**config.mk**
```make
export PLATFORM = sky130hd
export DESIGN_NAME = qwsc_fold
export DESIGN_NICKNAME = d
export VERILOG_FILES = /design/src/hw/rtl/qwsc_pkg.sv /design/src/hw/rtl/qwsc_fold.sv
export SDC_FILE = /design/constraint.sdc
export NUM_CORES = 1
export LEC_CHECK = 0
export BUFFER_PORTS_ARGS = -buffer_cell sky130_fd_sc_hd__buf_4
export CELL_PAD_IN_SITES_DETAIL_PLACEMENT = 1
export CELL_PAD_IN_SITES_GLOBAL_PLACEMENT = 1
export CORE_MARGIN = 1.5
export CORE_UTILIZATION = 28
export DETAILED_ROUTE_END_ITERATION = 7
export PLACE_DENSITY = 0.89
export SYNTH_ARGS = -nofsm -noshare
export SYNTH_HDL_FRONTEND = slang
export SYNTH_SLANG_ARGS = --single-unit
```
**constraint.sdc**
```tcl
create_clock -name vclk -period 5.8
set_clock_uncertainty 0.05 [all_clocks]
set_input_delay 0.29 -clock vclk [all_inputs]
set_output_delay 0.29 -clock vclk [all_outputs]
set_load 0.01 [all_outputs]
```
**src/hw/rtl/qwsc_pkg.sv**
```systemverilog
// Shared constants, types and table-generation functions for the sine/cosine lookup.
package qwsc_pkg;

  // Default quarter-wave table resolution
  localparam int unsigned TableBitsDef = 8;

  // Sample and phase geometry
  localparam int unsigned SampleWidth  = 16;
  localparam int unsigned MagW         = SampleWidth - 1;
  localparam int unsigned PhaseW       = 15;
  localparam int unsigned QuarterBits  = 13;
  localparam int unsigned SeriesTerms  = 12;

  localparam logic [PhaseW-1:0] HalfTurn    = 15'h4000;
  localparam logic [PhaseW-1:0] QuarterTurn = 15'h2000;
  localparam logic [MagW-1:0]   MaxQ        = {MagW{1'b1}};

  // pi/2 in unsigned Q31
  localparam logic [63:0] PiHalfQ31 = 64'd3373259426;

  // Per-channel interpolation controls
  typedef struct packed {
    logic            neg;
    logic [MagW-1:0] frac;
  } interp_ctl_t;

  // Divide a series term by (2k)(2k+1)
  function automatic logic [63:0] div_term(input logic [63:0] term, input int unsigned k);
    logic [63:0] res;
    begin
      case (k)
        1:       res = term / 64'd6;
        2:       res = term / 64'd20;
        3:       res = term / 64'd42;
        4:       res = term / 64'd72;
        5:       res = term / 64'd110;
        6:       res = term / 64'd156;
        7:       res = term / 64'd210;
        8:       res = term / 64'd272;
        9:       res = term / 64'd342;
        10:      res = term / 64'd420;
        11:      res = term / 64'd506;
        default: res = term / 64'd600;
      endcase
      return res;
    end
  endfunction

  // Table entry i: sin(pi/2 * i / 2^table_bits), rounded and saturated magnitude
  function automatic logic [MagW-1:0] sine_entry(input int unsigned i,
                                                input int unsigned table_bits);
    logic [63:0] x;
    logic [63:0] x2;
    logic [63:0] term;
    logic [63:0] sum;
    logic [63:0] v;
    begin
      x    = (PiHalfQ31 * 64'(i)) >> table_bits;
      x2   = (x * x) >> 31;
      term = x;
      sum  = x;
      for (int unsigned k = 1; k <= SeriesTerms; k++) begin
        term = div_term((term * x2) >> 31, k);
        if (k[0]) begin
          sum = (sum >= term) ? sum - term : 64'd0;
        end else begin
          sum = sum + term;
        end
      end
      v = (sum + (64'd1 << (32 - SampleWidth - 1))) >> (32 - SampleWidth);
      if (v > 64'(MaxQ)) begin
        v = 64'(MaxQ);
      end
      return v[MagW-1:0];
    end
  endfunction

endpackage

```
**src/hw/rtl/qwsc_fold.sv**
```systemverilog
// Phase folding into the first quadrant: table index, fraction and sign.
module qwsc_fold #(
  parameter int unsigned TableBits = qwsc_pkg::TableBitsDef
) (
  input  logic [qwsc_pkg::PhaseW-1:0] phase_i,
  output logic [TableBits-1:0]        idx_o,
  output qwsc_pkg::interp_ctl_t       ctl_o
);
  import qwsc_pkg::*;

  localparam int unsigned FracBits = QuarterBits - TableBits;

  logic [QuarterBits:0] half_q;
  logic [QuarterBits:0] fold_q;
  logic                 at_quarter;

  // Drop the half-turn bit and mirror the second quadrant
  assign half_q = phase_i[QuarterBits:0];
  assign fold_q = half_q[QuarterBits] ?
                  (QuarterBits+1)'(HalfTurn - {1'b0, half_q}) : half_q;
  assign at_quarter = fold_q[QuarterBits];

  // Clamp index and saturate fraction at exactly a quarter turn
  always_comb begin
    ctl_o.neg = phase_i[PhaseW-1];
    if (at_quarter) begin
      idx_o      = {TableBits{1'b1}};
      ctl_o.frac = MaxQ;
    end else begin
      idx_o      = fold_q[QuarterBits-1:FracBits];
      ctl_o.frac = {fold_q[FracBits-1:0], {(MagW-FracBits){1'b0}}};
    end
  end

endmodule

```
[Yosys cells after proc, flatten, opt, wreduce, memory -nomap -nowiden]
Index checks and enable logic that the tools add are counted.
Cells by class
  $add $sub $neg: 1
  $mul: 0
  div/mod/pow operators: 0
  order comparisons: 0
  eq/ne operators: 0
  shift-type cells: 0
  muxes and demuxes: 3
  bitwise gates (word level): 0
  reduce and logical (&&, ||, !) cells: 0
Operator list (count)
  $mux W15: 1
  $mux W14: 1
  $sub A1 B14 Y14 const A: 1
  $mux W8: 1
Word-level totals
  flip-flop bits (word level): 0
  bits in latches: 0
  RAM bits: 0
  bits in read-only memories: 0
  bits of input ports: 15
  output and inout bits: 24
  logic and storage cells: 4
  memories kept: 0

[Longest topological paths before layout]
Gate-level depths: netlist of run 1.
  depth after elaboration: 3
  mapped depth: 6
  gate-level depth less buffers: 6

[Least setup slack after synthesis of run 1]
OpenSTA, ideal clock, no wires.
  kind: input port to output port
  start: input port phase_i[1] (netlist name)
  end: output port ctl_o[1] (netlist name)
  data arrival time: 2.035 ns
  data required time: 5.460 ns
  setup slack: 3.425 ns
  stages on the path: 6
  buffers on the path: 3
  path through: or4_4 > buf_6 > or4_1 > buf_2 > inv_1 > buf_4
RTL lines
  from (decl): RTL line qwsc_fold.sv:5  | input logic [qwsc_pkg::PhaseW-1:0] phase_i,
  to (decl): RTL line qwsc_fold.sv:7  | output qwsc_pkg::interp_ctl_t ctl_o

[Worst setup path after layout of run 1]
  start: input port phase_i[7] (netlist name)
  end: output port idx_o[5]
On the way
  longest elaborated chain between the ends: 3
RTL lines
  $sub A1 B14 Y14: RTL line qwsc_fold.sv:20  | (QuarterBits+1)'(HalfTurn - {1'b0, half_q}) : half_q;
  $mux W14: RTL line qwsc_fold.sv:19  | assign fold_q = half_q[QuarterBits] ?
  $mux W8: RTL line qwsc_fold.sv:26  | if (at_quarter) begin
  to (decl): RTL line qwsc_fold.sv:6  | output logic [TableBits-1:0] idx_o,
Every way passes these cells.

==> out/metrics.csv, run 1 <==
metric;value;unit
worst-margin pin slew;0.678;ns
HP Start;phase_i[14];
Cell Area, Synth;469;um^2
Highest Clock Rate;383;MHz
CP Max Fanout;11;
Initial DRC Count;3;
routability congestion estimate;0.788;
Hold Path Stages;0;
layout cells sized above 1;0.406;
share of the yosys chip area belonging to registers;0;
FP Rows;14;
unrepaired setup endpoints after global routing;false;
Worst VDD drop;27.2;uV
hold endpoint;ctl_o[15];
Core Area;1540;um^2
post-synthesis mux area share;0.0427;
die height;43.9;um
first-pass GRT wire length;2230;um
Synth Area in Adders;0.0267;
Starting Density;0.304;
via density per instance;5.29;
Synth top cells by count;nand2_1 (11), buf_4 (10), inv_1 (6);
register area;0;um^2
chip width;43.9;um
Net Count, Synth;88;
final wirelength;1350;um
Tmin final;2.61;ns
Worst setup EP type;output pin;
n_diodes;0;
Post-Synth XOR/XNOR Area;0.131;
Setup TNS Final;0;ns
count leader, synth;nand2_1;
pwr/cell area;72.7;nW/um^2
Port Buffer Count;37;
Startpoint Class;primary input;
fin crit share;0.451;
dpl cells;112;
synth warn;0;
Die Footprint;1930;um^2
Final ANT Viol Nets;0;
Data required, critical path;5.46;ns
Rel. slew slack;0.542;
post-route insts no fill;112;
post-synth top area cell;buf_4;
final worst slack;3.19;ns
syn_area_per_cell;6.52;um^2
top cells by area, synth;buf_4 (16%), xnor2_1 (9.3%), nand2_1 (8.8%);
DR pass1 iterations;4;
pin count of the biggest net entering global routing;18;
Synth Area in Compound Gates;0.219;
Slew Limit Fails;0;
wire per inst;12.1;um
Post-CTS Setup Inserts;0;
number of sequential cells;0;
Residual DRC;0;
pre-CTS setup slack;3.17;ns
outcome;finished, final reports clean;
Worst Hold Slack;0.530;ns
gr ovfl total;0;
fraction of the mapped netlist area in simple logic gates;0.331;
WP data arrival;2.27;ns
# hold bufs at CTS;0;
synth unique cells;29;
leakage;0.345;nW
Layout area overhead;43.2;%
Hold Violations, Final;0;
net count reported at finish;114;
gr usage total;0.142;
vias in the first global route;533;
clock buf count;0;
Setup Viol. Count Final;0;
CP Class;primary input to output pin;
antenna violations before repair;0;
Synth Instances;72;
routed via count;593;
largest family of logic cells by synthesized area;simple AND/OR/NAND/NOR gates;
min-delay worst type;primary input to output pin;
dpl hpwl;1160;um
Resize count post-CTS;0;
maxcap violations;0;
Synth top area share;0.160;
total I/O pin count;39;
critical path, cell delays in order:
cell and delay [ns]:
buf_4 0.12, or4_1 0.62, or4_1 0.74, nor2b_1 0.21, mux2i_1 0.14, buf_4 0.14
power by group:
part / internal (W) / switching, W
logic: 0.0000258 / 0.0000230
registers: 0 / 0
clock network: 0 / 0
through the flow:
step | cell area, um^2 | utilization | total power, W
after detailed placement | 672 | 0.436 | 0.0000495
final | 672 | 0.436 | 0.0000488
after floorplan | 469 | - | 0.0000232
after CTS | 672 | 0.436 | 0.0000497
after global placement | 672 | 0.436 | 0.0000486
after global routing | 672 | 0.436 | 0.0000539
worst max path at each step:
| stage | to | from | depth (start not counted) |
|---|---|---|---|
| finish | idx_o[5] | phase_i[7] | 6 |
| global route | idx_o[5] | phase_i[7] | 6 |
| CTS | idx_o[5] | phase_i[7] | 6 |
| detailed placement | idx_o[5] | phase_i[7] | 6 |
| global placement | idx_o[5] | phase_i[7] | 6 |
| floorplan | ctl_o[1] | phase_i[1] | 6 |
cells by family (layout without fill, tap and decap cells):
group	count (synthesis)	after routing
xor+xnor	7	7
mux	2	2
buf+inv	19	43
simple gates	30	30
fa+ha+maj	1	1
compound gates	13	13
placed cells by master, fill, tap and decap left out, types with 2 or more instances in the layout:
| master | Yosys | final |
|---|---|---|
| nor3_1 | 2 | 2 |
| xnor2_1 | 5 | 5 |
| or4_1 | 3 | 3 |
| nand2_1 | 11 | 11 |
| nor2b_1 | 2 | 2 |
| mux2i_1 | 2 | 2 |
| xor2_1 | 2 | 2 |
| nor2_1 | 5 | 5 |
| o31ai_1 | 3 | 3 |
| inv_1 | 6 | 6 |
| buf_4 | 10 | 37 |
| nor4_1 | 2 | 2 |
| a21boi_0 | 3 | 3 |
metal layers:
layer,global-route usage,wire length (um),vias up
met3,0.0167,122,2
met1,0.183,578,268
li1,-,-,291
met5,0,0,-
met4,0.0303,14,0
met2,0.250,636,32
area by class of cell:
cell class                 instances  area (um^2)
fill                             212          870
multi-input combinational         53          352
tap                               16         20.0
timing repair buffer              37          278
inverter                           6         22.5
(Power assumes the default switching activity.)
==> inputs of run 2 (changes only) <==
Settings changed: CORE_UTILIZATION 28 to 26, PLACE_DENSITY 0.89 to 0.83.
Clock period 5.8 ns to 2.45 ns, I/O delays scaled along.
==> out/metrics.csv, run 2 (synthesis results as in run 1) <==
metric;value;unit;change
commonest cells after routing, fill and taps aside;buf_4 (39), nand2_1 (11), inv_1 (6);;was buf_4 (37), nand2_1 (11), inv_1 (6)
number of sequential cells;0;;unchanged
Rel. slew slack;0.786;;was 0.542
antenna violations before repair;0;;unchanged
clock buf count;0;;unchanged
outcome;finished, final reports clean;;unchanged
Setup Viol. Count Final;0;;unchanged
Residual DRC;0;;unchanged
HP Start;phase_i[14];;unchanged
WP data arrival;2.00;ns;was 2.27 ns
routability congestion estimate;0.750;;was 0.788
Starting Density;0.275;;was 0.304
pre-CTS setup slack;0.275;ns;was 3.17 ns
Slew Limit Fails;0;;unchanged
die height;45.5;um;was 43.9 um
gr usage total;0.121;;was 0.142
final worst slack;0.280;ns;was 3.19 ns
via density per instance;4.71;;was 5.29
CP Class;primary input to output pin;;unchanged
most common cell after layout, fill and taps aside;buf_4;;unchanged
DR pass1 iterations;3;;was 4
Hold Violations, Final;0;;unchanged
Post-CTS Setup Inserts;0;;unchanged
layout cells sized above 1;0.418;;was 0.406
Layout fillers;233;;was 212
unrepaired setup endpoints after global routing;false;;unchanged
Worst VDD drop;61.6;uV;was 27.2 uV
# hold bufs at CTS;0;;unchanged
gr ovfl total;0;;unchanged
Worst setup EP type;output pin;;unchanged
Die Footprint;2070;um^2;was 1930 um^2
net count reported at finish;116;;was 114
first-pass GRT wire length;1970;um;was 2230 um
n_diodes;0;;unchanged
worst-margin pin slew;0.318;ns;was 0.678 ns
Data required, critical path;2.28;ns;was 5.46 ns
Resize count post-CTS;0;;unchanged
CP Max Fanout;10;;was 11
FP Rows;15;;was 14
Tmin final;2.17;ns;
Initial DRC Count;3;;unchanged
Layout area overhead;48.8;%;was 43.2%
utilization after layout;0.409;;was 0.436
vias in the first global route;470;;was 533
Final ANT Viol Nets;0;;unchanged
Design Power;0.000115;W;was 0.0000488 W
hold endpoint;ctl_o[15];;unchanged
register area;0;um^2;unchanged
maxcap violations;0;;unchanged
fin crit share;0.886;;
Port Buffer Count;37;;unchanged
leakage;0.354;nW;was 0.345 nW
min-delay worst type;primary input to output pin;;unchanged
pwr/cell area;165;nW/um^2;was 72.7 nW/um^2
wire per inst;10.8;um;was 12.1 um
chip width;45.5;um;was 43.9 um
Core Area;1710;um^2;was 1540 um^2
Startpoint Class;primary input;;unchanged
Setup TNS Final;0;ns;unchanged
routed via count;579;;was 593
dpl hpwl;1100;um;was 1160 um
Hold Path Stages;0;;unchanged
final wirelength;1330;um;was 1350 um
total I/O pin count;39;;unchanged
Highest Clock Rate;461;MHz;
pin count of the biggest net entering global routing;18;;unchanged
[run 2: metrics by stage]
step,instances,instance area (um^2),hold WS (ns)
floorplan,72,469,0.279
global placement,123,698,0.195
detailed placement,123,698,0.195
CTS,123,698,0.195
global route,123,698,0.195
finish,123,698,0.195
[run 2: worst max-delay path, stage by stage]
cell and delay (ns):
buf_4 0.13, or4_1 0.61, or4_1 0.68, inv_1 0.28, buf_4 0.18
[run 2: layout make-up]
class,count,area [um^2],area share
Multi-Input combinational cell,53,352,0.504
Timing Repair Buffer,39,293,0.419
Tap cell,25,31.3,0.0448
Inverter,6,22.5,0.0323
[run 2: layer usage]
metal  part of all wire  GRT usage  vias up
li1                   -          -      295
met1               0.43      0.155      255
met2               0.47      0.223       29
met3               0.10     0.0159        0
met4                  0    0.00588        0
met5                  0          0        -
[run 2: worst max path at each step]
| stage | startpoint | endpoint |
|---|---|---|
| 3_5_place_dp | phase_i[7] | ctl_o[2] |
| 5_1_grt | phase_i[7] | idx_o[5] |
| 3_3_place_gp | phase_i[7] | idx_o[5] |
| 4_1_cts | phase_i[7] | ctl_o[2] |
| 2_1_floorplan | phase_i[1] | ctl_o[1] |
| 6_report | phase_i[7] | ctl_o[6] |
[run 2: power breakdown]
group / internal (W) / leakage (nW) / switching, W / total [W]
clock: 0 / 0 / 0 / 0
sequential: 0 / 0 / 0 / 0
combinational: 0.0000615 / 0.354 / 0.0000537 / 0.000115
total: 0.0000615 / 0.354 / 0.0000537 / 0.000115
