**config.mk**
```make
export PLATFORM = sky130hd
export DESIGN_NAME = qwsc_interp
export DESIGN_NICKNAME = d
export VERILOG_FILES = /design/src/hw/rtl/qwsc_pkg.sv /design/src/hw/rtl/qwsc_interp.sv
export SDC_FILE = /design/constraint.sdc
export NUM_CORES = 1
export LEC_CHECK = 0
export ABC_CLOCK_PERIOD_IN_PS = 10300
export BUFFER_PORTS_ARGS = -buffer_cell sky130_fd_sc_hd__buf_2
export CORE_AREA = 3 3 200 202
export CTS_BUF_LIST = sky130_fd_sc_hd__clkbuf_8
export DETAILED_ROUTE_END_ITERATION = 8
export DIE_AREA = 0 0 203 205
export MAX_ROUTING_LAYER = met4
export PLACE_DENSITY_LB_ADDON = 0.12
export RECOVER_POWER = 50
export REMOVE_ABC_BUFFERS = 1
export SLEW_MARGIN = 5
export SYNTH_ARGS = -nofsm -noshare
export SYNTH_HDL_FRONTEND = slang
export SYNTH_SLANG_ARGS = --single-unit
export TNS_END_PERCENT = 5
```
**constraint.sdc**
```tcl
create_clock -name clk_i -period 10.3 [get_ports clk_i]
set_input_delay 1.03 -clock clk_i [delete_from_list [all_inputs] [get_ports clk_i]]
set_output_delay 1.03 -clock clk_i [all_outputs]
set_load 0.005 [all_outputs]
```
**src/hw/rtl/qwsc_pkg.sv**
```systemverilog
// Shared constants, types and table-generation functions for the sine/cosine lookup.
package qwsc_pkg;

  // Default quarter-wave table resolution
  localparam int unsigned TableBitsDef = 8;

  // Sample and phase geometry
  localparam int unsigned SampleWidth  = 16;
  localparam int unsigned MagW         = SampleWidth - 1;
  localparam int unsigned PhaseW       = 15;
  localparam int unsigned QuarterBits  = 13;
  localparam int unsigned SeriesTerms  = 12;

  localparam logic [PhaseW-1:0] HalfTurn    = 15'h4000;
  localparam logic [PhaseW-1:0] QuarterTurn = 15'h2000;
  localparam logic [MagW-1:0]   MaxQ        = {MagW{1'b1}};

  // pi/2 in unsigned Q31
  localparam logic [63:0] PiHalfQ31 = 64'd3373259426;

  // Per-channel interpolation controls
  typedef struct packed {
    logic            neg;
    logic [MagW-1:0] frac;
  } interp_ctl_t;

  // Divide a series term by (2k)(2k+1)
  function automatic logic [63:0] div_term(input logic [63:0] term, input int unsigned k);
    logic [63:0] res;
    begin
      case (k)
        1:       res = term / 64'd6;
        2:       res = term / 64'd20;
        3:       res = term / 64'd42;
        4:       res = term / 64'd72;
        5:       res = term / 64'd110;
        6:       res = term / 64'd156;
        7:       res = term / 64'd210;
        8:       res = term / 64'd272;
        9:       res = term / 64'd342;
        10:      res = term / 64'd420;
        11:      res = term / 64'd506;
        default: res = term / 64'd600;
      endcase
      return res;
    end
  endfunction

  // Table entry i: sin(pi/2 * i / 2^table_bits), rounded and saturated magnitude
  function automatic logic [MagW-1:0] sine_entry(input int unsigned i,
                                                input int unsigned table_bits);
    logic [63:0] x;
    logic [63:0] x2;
    logic [63:0] term;
    logic [63:0] sum;
    logic [63:0] v;
    begin
      x    = (PiHalfQ31 * 64'(i)) >> table_bits;
      x2   = (x * x) >> 31;
      term = x;
      sum  = x;
      for (int unsigned k = 1; k <= SeriesTerms; k++) begin
        term = div_term((term * x2) >> 31, k);
        if (k[0]) begin
          sum = (sum >= term) ? sum - term : 64'd0;
        end else begin
          sum = sum + term;
        end
      end
      v = (sum + (64'd1 << (32 - SampleWidth - 1))) >> (32 - SampleWidth);
      if (v > 64'(MaxQ)) begin
        v = 64'(MaxQ);
      end
      return v[MagW-1:0];
    end
  endfunction

endpackage

```
**src/hw/rtl/qwsc_interp.sv**
```systemverilog
// Two-stage linear interpolation between neighboring table entries, with sign.
module qwsc_interp (
  input  logic                              clk_i,
  input  logic                              en_i,
  input  logic [2*qwsc_pkg::MagW-1:0]       pair_i,
  input  qwsc_pkg::interp_ctl_t             ctl_i,
  output logic [qwsc_pkg::SampleWidth-1:0]  result_o
);
  import qwsc_pkg::*;

  logic [MagW-1:0]   v0;
  logic [MagW-1:0]   v1;
  logic [MagW-1:0]   diff;
  logic [2*MagW-1:0] prod_d;
  logic [2*MagW-1:0] prod_q;
  logic [MagW-1:0]   v0_q;
  logic              neg_q;
  logic [MagW-1:0]   mag;

  // Difference is never negative: entries rise over the quarter wave
  assign v0     = pair_i[MagW-1:0];
  assign v1     = pair_i[2*MagW-1:MagW];
  assign diff   = v1 - v0;
  assign prod_d = (2*MagW)'(diff) * (2*MagW)'(ctl_i.frac);

  // Register the product with the base entry and sign
  always_ff @(posedge clk_i) begin
    if (en_i) begin
      prod_q <= prod_d;
      v0_q   <= v0;
      neg_q  <= ctl_i.neg;
    end
  end

  // Add the scaled step and apply the half-turn sign
  assign mag      = v0_q + prod_q[2*MagW-1:MagW];
  assign result_o = neg_q ? SampleWidth'(-{1'b0, mag}) : {1'b0, mag};

endmodule

```
# Word level (Yosys, flattened, before mapping)
# Cells that the tools add are included.
word_totals:
  regBits: 46
  latchBits: 0
  ramBits: 0
  mem_bits_ro: 0
  input_bits: 48
  word_cells: 8
  n_memories: 0
op_classes:
  addsub: 3
  mul: 1
  n_div: 0
  magnitude_cmp: 0
  n_eq_ne: 0
  shift: 0
  n_mux: 1
  bitwise_logic: 0
  n_reduce_logical: 0
ops:
  columns: ["cell", "count"]
  rows:
  - ["multiplier 15 x 15 -> 30 bit", 1]
  - ["two-way mux 16 bit", 1]
  - ["negation 15 -> 16 bit", 1]
  - ["adder 15 bit", 1]
  - ["subtractor 15 bit", 1]

# Depth between registers and ports, before layout
# Gate-level depths: netlist of the first run.
logic_depth:
  word_depth: 3
  depth_mapped: 32
  ltp_nobuf: 32

# Worst setup path before layout of the first run
# No wires, ideal clock.
synth_path:
  path_type: "input to register"
  start: "input port pair_i[15] (netlist name)"
  end: "register prod_q[24], data pin"
  arrival_ns: 8.105
  t_required_ns: 10.042
  path_slack_ns: 1.938
  path_stages: 31
  n_path_buf: 1
  path_cell_list: "inv_1 -> ha_1 -> fa_1 -> nor2b_1 -> o21ai_0 -> a21boi_0 -> o211ai_1 -> a31oi_1 -> or4_1 -> nand3_1 -> clkbuf_1 -> and2_1 -> fa_1 -> inv_1 -> fa_1 -> inv_1 -> fa_1 -> fa_1 -> fa_1 -> inv_1 -> fa_1 -> inv_1 -> ha_1 -> a2111oi_0 -> o21ai_0 -> o2bb2ai_1 -> a21oi_1 -> a21oi_1 -> a311o_1 -> a21oi_1 -> xnor2_1"
synth_via:
  elab_chain_cells: 2
synth_lines:
  columns: ["element", "line", "source"]
  rows:
  - ["from (decl)", "qwsc_interp.sv:5", "input logic [2*qwsc_pkg::MagW-1:0] pair_i,"]
  - ["subtractor 15 bit", "qwsc_interp.sv:23", "assign diff = v1 - v0;"]
  - ["multiplier 15 x 15 -> 30 bit", "qwsc_interp.sv:24", "assign prod_d = (2*MagW)'(diff) * (2*MagW)'(ctl_i.frac);"]
  - ["via prod_d[24]", "qwsc_interp.sv:14", "logic [2*MagW-1:0] prod_d;"]
  - ["to (signal assigned)", "qwsc_interp.sv:29", "prod_q <= prod_d;"]
  - ["to (decl)", "qwsc_interp.sv:15", "logic [2*MagW-1:0] prod_q;"]
# The timed path passes the listed nets, and every way through them passes these cells.
# A chain may end at the register's enable or synchronous reset.

# Final worst setup path of the first run
layout_path:
  start: "input port pair_i[1] (netlist name)"
  end: "register prod_q[24], data pin"
# The elaborated chain is that of the path after synthesis.

==> results of run 1 <==
-- sequential cells by signal (all words and copies together) (netlist names) --
register	count
neg_q	1
prod_q	15
v0_q	15
-- cell families after synthesis --
logic type	count (synthesis)
and+or+nand+nor	317
AOI/OAI and AO/OA	104
buffers and inverters	241
adders and majority gates	288
xor gates and xnor gates	54
DFF	31
-- cells in the mapped netlist (3+ instances only) --
master | instances | area (um2)
sky130_fd_sc_hd__or3_1 | 4 | 25.0
sky130_fd_sc_hd__nor2b_1 | 21 | 131
sky130_fd_sc_hd__clkbuf_1 | 31 | 116
sky130_fd_sc_hd__edfxtp_1 | 31 | 931
sky130_fd_sc_hd__o31ai_1 | 4 | 30.0
sky130_fd_sc_hd__inv_1 | 209 | 785
sky130_fd_sc_hd__xnor2_1 | 41 | 359
sky130_fd_sc_hd__ha_1 | 120 | 1500
sky130_fd_sc_hd__nand3_1 | 9 | 45.0
sky130_fd_sc_hd__nand2_1 | 110 | 413
sky130_fd_sc_hd__a211o_1 | 3 | 26.3
sky130_fd_sc_hd__o21ai_0 | 18 | 90.1
sky130_fd_sc_hd__xor2_1 | 13 | 114
sky130_fd_sc_hd__a21oi_1 | 23 | 115
sky130_fd_sc_hd__and3_1 | 5 | 31.3
sky130_fd_sc_hd__a31oi_1 | 5 | 31.3
sky130_fd_sc_hd__nor3_1 | 6 | 30.0
sky130_fd_sc_hd__or2_2 | 3 | 18.8
sky130_fd_sc_hd__a211oi_1 | 8 | 60.1
sky130_fd_sc_hd__nand4_1 | 5 | 31.3
sky130_fd_sc_hd__o21a_1 | 7 | 52.6
sky130_fd_sc_hd__a21o_1 | 10 | 75.1
sky130_fd_sc_hd__nand2b_1 | 10 | 62.6
sky130_fd_sc_hd__and2_1 | 110 | 688
sky130_fd_sc_hd__nor2_1 | 23 | 86.3
sky130_fd_sc_hd__fa_1 | 168 | 3360
-- routing by layer --
metal  global-route usage  vias to the layer above  share of wire
met5                    -                        -              0
met4               0.0181                        0         0.0086
met3              0.00667                       18          0.015
met2                0.222                       66           0.48
met1                0.186                     3463           0.50
li1                     -                     3337              -
-- through the flow --
step | util | hold WS [ns] | cells | instance area (um2) | worst slack (ns)
floorplan | - | 1.13 | 1003 | 9430 | 1.69
global placement | 0.274 | 1.22 | 1599 | 10600 | 1.30
detailed placement | 0.274 | 1.21 | 1599 | 10600 | 1.25
CTS | 0.277 | 0.893 | 1607 | 10600 | 1.54
global route | 0.276 | 0.900 | 1607 | 10600 | 0.982
finish | 0.276 | 0.909 | 1607 | 10600 | 1.53
-- area by class of cell --
type                            instances  area [um2]  share of cell area
Clock inverter                          3        25.0             0.00235
Tap cell                              518         648              0.0610
Timing Repair Buffer                   78         409              0.0385
Clock buffer                            5        68.8             0.00647
Sequential cell                        31         931              0.0876
Multi-Input combinational cell        763        7760               0.730
Inverter                              209         785              0.0738
-- worst max-delay path, delay by kind of cell --
| kind | cells | cell delay [ns] |
|---|---|---|
| XOR/XNOR | 1 | 0.09 |
| AO/OA/AOI/OAI | 12 | 3.33 |
| buffers and inverters | 6 | 0.40 |
| adder cells (fa/ha/maj) | 8 | 3.61 |
| AND/OR/NAND/NOR | 2 | 0.38 |
-- layout by cell type (no fill, tap or decap), types with 3 or more instances in the layout --
cell | Yosys | final
sky130_fd_sc_hd__edfxtp_1 | 31 | 31
sky130_fd_sc_hd__xnor2_1 | 41 | 36
sky130_fd_sc_hd__inv_1 | 209 | 209
sky130_fd_sc_hd__nor3_1 | 6 | 6
sky130_fd_sc_hd__a21oi_1 | 23 | 23
sky130_fd_sc_hd__o31ai_1 | 4 | 4
sky130_fd_sc_hd__and3_1 | 5 | 5
sky130_fd_sc_hd__a21o_1 | 10 | 10
sky130_fd_sc_hd__o21a_1 | 7 | 7
sky130_fd_sc_hd__o21ai_0 | 18 | 18
sky130_fd_sc_hd__nand2_1 | 110 | 110
sky130_fd_sc_hd__nand4_1 | 5 | 5
sky130_fd_sc_hd__a211oi_1 | 8 | 8
sky130_fd_sc_hd__nand3_1 | 9 | 9
sky130_fd_sc_hd__a211o_1 | 3 | 3
sky130_fd_sc_hd__ha_1 | 120 | 120
sky130_fd_sc_hd__nor2b_1 | 21 | 21
sky130_fd_sc_hd__or2_2 | 3 | 3
sky130_fd_sc_hd__a31oi_1 | 5 | 5
sky130_fd_sc_hd__buf_2 | 0 | 48
sky130_fd_sc_hd__buf_4 | 0 | 15
sky130_fd_sc_hd__clkbuf_8 | 1 | 5
sky130_fd_sc_hd__xnor2_2 | 0 | 5
sky130_fd_sc_hd__xor2_1 | 13 | 13
sky130_fd_sc_hd__nor2_1 | 23 | 22
sky130_fd_sc_hd__nand2b_1 | 10 | 10
sky130_fd_sc_hd__fa_1 | 168 | 168
sky130_fd_sc_hd__or3_1 | 4 | 4
sky130_fd_sc_hd__and2_1 | 110 | 110
sky130_fd_sc_hd__clkbuf_1 | 31 | 15
-- how the worst max path moves through the flow --
stage,to,slack (ns),depth (start not counted)
floorplan,prod_q[24],1.69,28
finish,prod_q[24],1.53,29
global placement,prod_q[24],1.30,29
global route,prod_q[24],0.98,29
CTS,prod_q[24],1.54,29
detailed placement,prod_q[24],1.25,29
==> impl_metrics.json, run 1 <==
{
  "grt_pass1_wl_um": 42600,
  "drt_first_pass_iters": 4,
  "status": "finished, violations left",
  "syn_area_um2": 9560,
  "post_synth_and_or_nand_nor_area_fraction": 0.173,
  "failed_checks": "max-capacitance violations, max-slew violations",
  "die_h_um": 205,
  "finalSetupViolations": 0,
  "track_usage": 0.134,
  "grt_pass1_vias": 7568,
  "primary_flip_flop_cell_chosen_by_synthesis_mapping": "sky130_fd_sc_hd__edfxtp_1",
  "synth_warnings": 0,
  "layout.filler_cells": 4161,
  "timing.critical_path.from_type": "input pin",
  "detail-route-antenna-nets": 0,
  "diodes": 0,
  "crit_arrival_ns": 8.82,
  "place_congestion": 0.767,
  "largest_net_degree_at_the_start_of_global_routing": 32,
  "synth-xor-area-share": 0.0495,
  "grt_antenna_before_repair": 1,
  "place_hpwl_um": 21800,
  "clock-sinks": 31,
  "placementRows": 72,
  "ctsResizeCount": 0,
  "detail_route.wl_per_cell_um": 16.3,
  "via_per_inst": 4.28,
  "initial_cell_density_of_the_core": 0.249,
  "cts_h_tree_depth": 2,
  "port_buffers": 63,
  "critical_path_peak_fanout": 5,
  "finalCritPeriodShare": 0.851,
  "flip_flop_and_latch_count_after_synthesis": 31,
  "syn-mean-instance-area_um2": 9.24,
  "synth_enable_flop_cells": 31,
  "compound_cell_area_share_of_the_yosys_netlist": 0.0759,
  "synth.lib_cells_used.distinct": 55,
  "final_net_count": 1424,
  "worst_path_max_delay_cell": "sky130_fd_sc_hd__o31ai_1",
  "area.growth.synth_to_final_pct": 11.2,
  "layout-drive-gt1-share": 0.0845,
  "tritoncts.num_buffers": 5,
  "rsz0062_at_grt": "false",
  "worstHoldPathCells": 1,
  "initialDrtViolationCount": 192,
  "combinational_family_with_the_most_area_after_synthesis": "adder cells",
  "final_worst_path_period_need_ns": 8.77,
  "coreArea_um2": 38500,
  "setup.worst_path.class": "input pin to flop",
  "report.final.hold_viol_count": 0,
  "worst_pin_slew_ns": 1.84,
  "hold_start": "ctl_i[15]",
  "hold_buffers": 0,
  "crit_required_ns": 10.35,
  "synth-seq-area-share": 0.0974,
  "worst_setup_hold_path_clk_slew_ns": 0.08,
  "synth_async_reset_ratio": 0,
  "timing.critical_path.mode_cell": "sky130_fd_sc_hd__fa_1",
  "die_area_um2": 41600,
  "max_slew_margin": -0.227,
  "top_level_ports": 64,
  "muxShareOfSynthArea": 0,
  "drc": 0,
  "max_stage_delay_ns": 0.60,
  "postCtsSetupBuffers": 0,
  "detailroute.via_count": 6884,
  "worstHoldEndpoint": "neg_q",
  "post_synth_inst_count": 1035,
  "worst_setup_path_startpoint": "pair_i[1]",
  "root_buffer": "sky130_fd_sc_hd__clkbuf_8",
  "chipWidth_um": 203,
  "timing.setup.tns_ns": 0,
  "detail_route.wirelength_um": 26200,
  "hp-class": "input pin to flop",
  "gr-total-overflow": 0,
  "tritoncts": "yes",
  "type_of_element_capturing_the_critical_path": "flop",
  "max_slew_violation_total_from_the_final_report": 32,
  "clock_path_buffers": 2,
  "synth_adder_area_share": 0.509,
  "timing.fmax_ghz": 0.114,
  "timing.max_cap.violations": 1
}
Power of run 1 is left out: the tool's default activity adds up to more than one toggle a clock period on the data nets, which glitch-free logic cannot reach.
==> inputs of run 2 (changes only) <==
ABC_CLOCK_PERIOD_IN_PS = 10400   (was 10300)
CTS_BUF_LIST = sky130_fd_sc_hd__clkbuf_16   (was sky130_fd_sc_hd__clkbuf_8)
clock period = 10.4 ns   (was 10.3 ns; I/O delays follow)
==> run 2 against run 1 <==
Against the previous run: the flow still finishes with violations (max-capacitance violations, max-slew violations); die area unchanged; critical path type unchanged; cell count stayed put; setup slack better by 0.062 ns; cell area is 0.53% higher.
==> impl_metrics.json, run 2 (same netlist as run 1, synthesis figures left out) <==
{
  "hold_buffers": 0,
  "type_of_element_capturing_the_critical_path": "flop",
  "final_net_count": 1424,
  "max_slew_violation_total_from_the_final_report": 32,
  "ctsResizeCount": 0,
  "top_level_ports": 64,
  "place_congestion": 0.754,
  "crit_required_ns": 10.43,
  "mostFrequentLayoutCell": "sky130_fd_sc_hd__inv_1",
  "final_cell_mix": "209 x sky130_fd_sc_hd__inv_1, 168 x sky130_fd_sc_hd__fa_1, 120 x sky130_fd_sc_hd__ha_1",
  "setup.worst_path.class": "input pin to flop",
  "die_h_um": 205,
  "detailroute.via_count": 6854,
  "rsz0062_at_grt": "false",
  "max_slew_margin": -0.216,
  "detail_route.wl_per_cell_um": 16.3,
  "report.final.hold_viol_count": 0,
  "detailedPlace.worstSlack_ns": 1.35,
  "postCtsSetupBuffers": 0,
  "placementRows": 72,
  "port_buffers": 63,
  "detail_route.wirelength_um": 26200,
  "post-route-worst-setup-slack_ns": 1.59,
  "drt_first_pass_iters": 4,
  "layout-drive-gt1-share": 0.0845,
  "critical_path_peak_fanout": 12,
  "gr-total-overflow": 0,
  "setup.worst_path.end": "prod_q[24]",
  "timing.max_cap.violations": 1,
  "coreArea_um2": 38500,
  "chipWidth_um": 203,
  "root_buffer": "sky130_fd_sc_hd__clkbuf_16",
  "timing.critical_path.from_type": "input pin",
  "failed_checks": "max-capacitance violations, max-slew violations",
  "max_stage_delay_ns": 0.62,
  "area.growth.synth_to_final_pct": 11.8,
  "layout.filler_cells": 4172,
  "grt_pass1_wl_um": 42800,
  "tritoncts": "yes",
  "status": "finished, violations left",
  "initial_cell_density_of_the_core": 0.249,
  "timing.setup.tns_ns": 0,
  "via_per_inst": 4.27,
  "grt_pass1_vias": 7675,
  "finalSetupViolations": 0,
  "finalCritPeriodShare": 0.847,
  "drc": 0,
  "initialDrtViolationCount": 188,
  "hp-class": "input pin to flop",
  "diodes": 0,
  "worst_path_max_delay_cell": "sky130_fd_sc_hd__o31ai_1",
  "track_usage": 0.135,
  "worst_setup_hold_path_clk_slew_ns": 0.06,
  "clock_path_buffers": 2,
  "clock-sinks": 31,
  "die_area_um2": 41600,
  "worst_pin_slew_ns": 1.82,
  "timing.critical_path.mode_cell": "sky130_fd_sc_hd__fa_1",
  "biggestRegsByFlops": "prod_q: 15 flops, v0_q: 15 flops, neg_q: 1 flops",
  "grt_antenna_before_repair": 1,
  "tritoncts.num_buffers": 5,
  "timing.fmax_ghz": 0.114,
  "place_hpwl_um": 21800,
  "detail-route-antenna-nets": 0,
  "final_worst_path_period_need_ns": 8.81,
  "largest_net_degree_at_the_start_of_global_routing": 32,
  "crit_arrival_ns": 8.84,
  "worst_setup_path_startpoint": "pair_i[1]",
  "cts_h_tree_depth": 2
}
run 2: worst min path at each step:
stage,start,end,slack (ns),cells after the start
final,ctl_i[15],neg_q,0.94,1
after global routing,ctl_i[15],neg_q,0.94,1
after CTS,ctl_i[15],neg_q,0.93,1
after detailed placement,ctl_i[15],neg_q,1.23,1
after global placement,ctl_i[15],neg_q,1.22,1
after floorplan,ctl_i[15],neg_q,1.14,0
run 2: layout make-up:
| class | count | area, um2 | area share |
|---|---|---|---|
| Timing Repair Buffer | 78 | 409 | 0.0383 |
| Tap cell | 518 | 648 | 0.0606 |
| Sequential cell | 31 | 931 | 0.0871 |
| Clock inverter | 3 | 25.0 | 0.00234 |
| Inverter | 209 | 785 | 0.0734 |
| Clock buffer | 5 | 125 | 0.0117 |
| Multi-Input combinational cell | 763 | 7760 | 0.726 |
run 2: through the flow:
stage           util  instance area (um2)  hold slack [ns]  std cells
3_5_place_dp   0.274                10600             1.23       1599
3_3_place_gp   0.274                10600             1.22       1599
2_1_floorplan      -                 9430             1.14       1003
4_1_cts        0.278                10700            0.934       1607
6_report       0.278                10700            0.936       1607
5_1_grt        0.278                10700            0.939       1607
run 2: worst max-delay path, delay by kind of cell:
kind / cells / cell delay, ns
xor+xnor: 2 / 0.27
compound gates: 11 / 3.04
simple gates: 2 / 0.31
buf+inv: 7 / 0.64
fa+ha+maj: 8 / 3.52
run 2: per-layer routing:
metal	global-route usage	wire length, um
met5	-	0
met4	0.0176	251
met3	0.00953	512
met2	0.225	12700
met1	0.185	12800
Power of run 2 is left out for the same reason.
==> inputs of run 3 (changes only) <==
ABC_AREA = 1   (was unset)
ABC_CLOCK_PERIOD_IN_PS = 8100   (was 10400)
CORE_AREA = 3 3 208 210   (was 3 3 200 202)
DIE_AREA = 0 0 211 213   (was 0 0 203 205)
clock period = 8.1 ns   (was 10.4 ns; I/O delays follow)
==> run 3 against run 2 <==
Against the previous run: the flow still finishes with violations (max-capacitance violations, max-slew violations); hold slack got worse by 0.23 ns; global-route usage is 2.1 points higher; cell area increased by 8.4%; sequential cell count is the same; die area rose by 8.0%; setup slack worse by 0.96 ns; first-iteration DRC count up 80%; synthesized cell count up 30%; critical path type unchanged; critical endpoint is now prod_q[25]; highest routed layer unchanged.
==> impl_metrics.json, run 3 <==
{
  "coreArea_um2": 41800,
  "worst_pin_slew_ns": 1.80,
  "tritoncts": "yes",
  "detail-route-antenna-nets": 0,
  "area.growth.synth_to_final_pct": 11.4,
  "via_per_inst": 4.37,
  "initialDrtViolationCount": 339,
  "worstHoldEndpoint": "neg_q",
  "die_h_um": 213,
  "max_slew_margin": -0.198,
  "synth_top_area_share": 0.324,
  "timing.max_cap.violations": 1,
  "layout-drive-gt1-share": 0.0959,
  "cts_h_tree_depth": 2,
  "synth_warnings": 0,
  "hold_buffers": 0,
  "root_buffer": "sky130_fd_sc_hd__clkbuf_16",
  "finalCritPeriodShare": 0.922,
  "final_cell_mix": "310 x sky130_fd_sc_hd__inv_1, 251 x sky130_fd_sc_hd__nand2_1, 173 x sky130_fd_sc_hd__nor2_1",
  "postCtsSetupBuffers": 0,
  "place_hpwl_um": 28700,
  "setup.worst_path.class": "input pin to flop",
  "largest_net_degree_at_the_start_of_global_routing": 32,
  "syn-mean-instance-area_um2": 7.73,
  "worst_path_max_delay_cell": "sky130_fd_sc_hd__fa_1",
  "report.final.hold_viol_count": 0,
  "layout.filler_cells": 4633,
  "placedCellCount": 1949,
  "final_worst_path_period_need_ns": 7.46,
  "biggestRegsByFlops": "prod_q: 15 flops, v0_q: 15 flops, neg_q: 1 flops",
  "timing.critical_path.from_type": "input pin",
  "timing.fmax_ghz": 0.134,
  "rsz0062_at_grt": "false",
  "worstHoldPathCells": 1,
  "top_level_ports": 64,
  "grt_pass1_wl_um": 52500,
  "detailroute.via_count": 8550,
  "grt_antenna_before_repair": 0,
  "diodes": 0,
  "detail_route.wirelength_um": 32800,
  "crit_arrival_ns": 7.49,
  "worst_setup_hold_path_clk_slew_ns": 0.06,
  "chipWidth_um": 211,
  "post_synth_inst_count": 1344,
  "synth_enable_flop_cells": 31,
  "flip_flop_and_latch_count_after_synthesis": 31,
  "critical_path_peak_fanout": 8,
  "max_stage_delay_ns": 0.56,
  "post_layout_nonfiller_instances": 1957,
  "primary_flip_flop_cell_chosen_by_synthesis_mapping": "sky130_fd_sc_hd__edfxtp_1",
  "mostFrequentLayoutCell": "sky130_fd_sc_hd__inv_1",
  "initial_cell_density_of_the_core": 0.249,
  "timing.setup.tns_ns": 0,
  "synth_top_area_cell": "sky130_fd_sc_hd__fa_1",
  "finalSetupViolations": 0,
  "ctsResizeCount": 0,
  "die_area_um2": 44900,
  "synth_async_reset_ratio": 0,
  "synthMostInstantiatedCell": "sky130_fd_sc_hd__inv_1",
  "crit_required_ns": 8.13,
  "port_buffers": 63,
  "type_of_element_capturing_the_critical_path": "flop",
  "grt_pass1_vias": 9268,
  "synth-seq-area-share": 0.0896,
  "tritoncts.num_buffers": 5,
  "post-route-worst-setup-slack_ns": 0.636,
  "synth.lib_cells_used.distinct": 46,
  "layout.core_utilization": 0.277,
  "detail_route.wl_per_cell_um": 16.8,
  "failed_checks": "max-capacitance violations, max-slew violations",
  "yosys-top-cells-count": "308 x sky130_fd_sc_hd__inv_1, 251 x sky130_fd_sc_hd__nand2_1, 173 x sky130_fd_sc_hd__nor2_1",
  "clock_path_buffers": 2,
  "status": "finished, violations left",
  "hp-class": "input pin to flop",
  "placementRows": 75,
  "syn_area_um2": 10400,
  "place_congestion": 0.833,
  "drc": 0,
  "hold_start": "ctl_i[15]",
  "final_net_count": 1753,
  "drt_first_pass_iters": 7,
  "clock-sinks": 31,
  "track_usage": 0.156,
  "max_slew_violation_total_from_the_final_report": 32,
  "detailedPlace.worstSlack_ns": 0.312,
  "gr-total-overflow": 0,
  "post_synth_main_area_contributors": "sky130_fd_sc_hd__fa_1 32%, sky130_fd_sc_hd__ha_1 14%, sky130_fd_sc_hd__inv_1 11%"
}
## run 3: cells by family after synthesis
| group | count (synthesis) | share of synthesized area |
|---|---|---|
| flip-flops | 31 | 0.0896 |
| AO/OA/AOI/OAI | 103 | 0.0607 |
| buffers and inverters | 339 | 0.124 |
| adder cells (fa/ha/maj) | 288 | 0.468 |
| XOR/XNOR | 35 | 0.0335 |
| AND/OR/NAND/NOR | 548 | 0.225 |
## run 3: how the worst max path moves through the flow
| stage | from | end | slack [ns] | cells past startpoint |
|---|---|---|---|---|
| detailed placement | pair_i[0] | prod_q[25] | 0.31 | 32 |
| global placement | pair_i[0] | prod_q[25] | 0.28 | 32 |
| global route | pair_i[3] | prod_q[25] | 0.13 | 32 |
| floorplan | pair_i[15] | prod_q[23] | 1.26 | 31 |
| finish | pair_i[3] | prod_q[25] | 0.64 | 32 |
| CTS | pair_i[0] | prod_q[25] | 0.59 | 32 |
## run 3: layout make-up
cell class | instances | area, um2 | share of cell area
clock inverter | 3 | 12.5 | 0.00108
sequential | 31 | 931 | 0.0804
clock buffer | 5 | 125 | 0.0108
timing repair buffer | 84 | 453 | 0.0391
tap | 539 | 674 | 0.0582
multi-input combinational | 974 | 8180 | 0.706
inverter | 321 | 1210 | 0.104
## run 3: worst max-delay path, delay by kind of cell
family / cells / cell delay (ns)
AO/OA/AOI/OAI: 6 / 1.24
adder cells (fa/ha/maj): 8 / 3.74
buffers and inverters: 7 / 0.48
AND/OR/NAND/NOR: 11 / 1.20
## run 3: metal layers
metal,track usage,share of wire
met1,0.213,0.49
met2,0.265,0.48
met3,0.00837,0.018
met4,0.0196,0.0095
met5,-,0
## run 3: through the flow
stage	instance area, um2	hold slack, ns
floorplan	10300	0.909
global placement	11500	0.992
detailed placement	11500	0.992
CTS	11600	0.698
global route	11600	0.701
finish	11600	0.704
Power of run 3 is left out for the same reason.
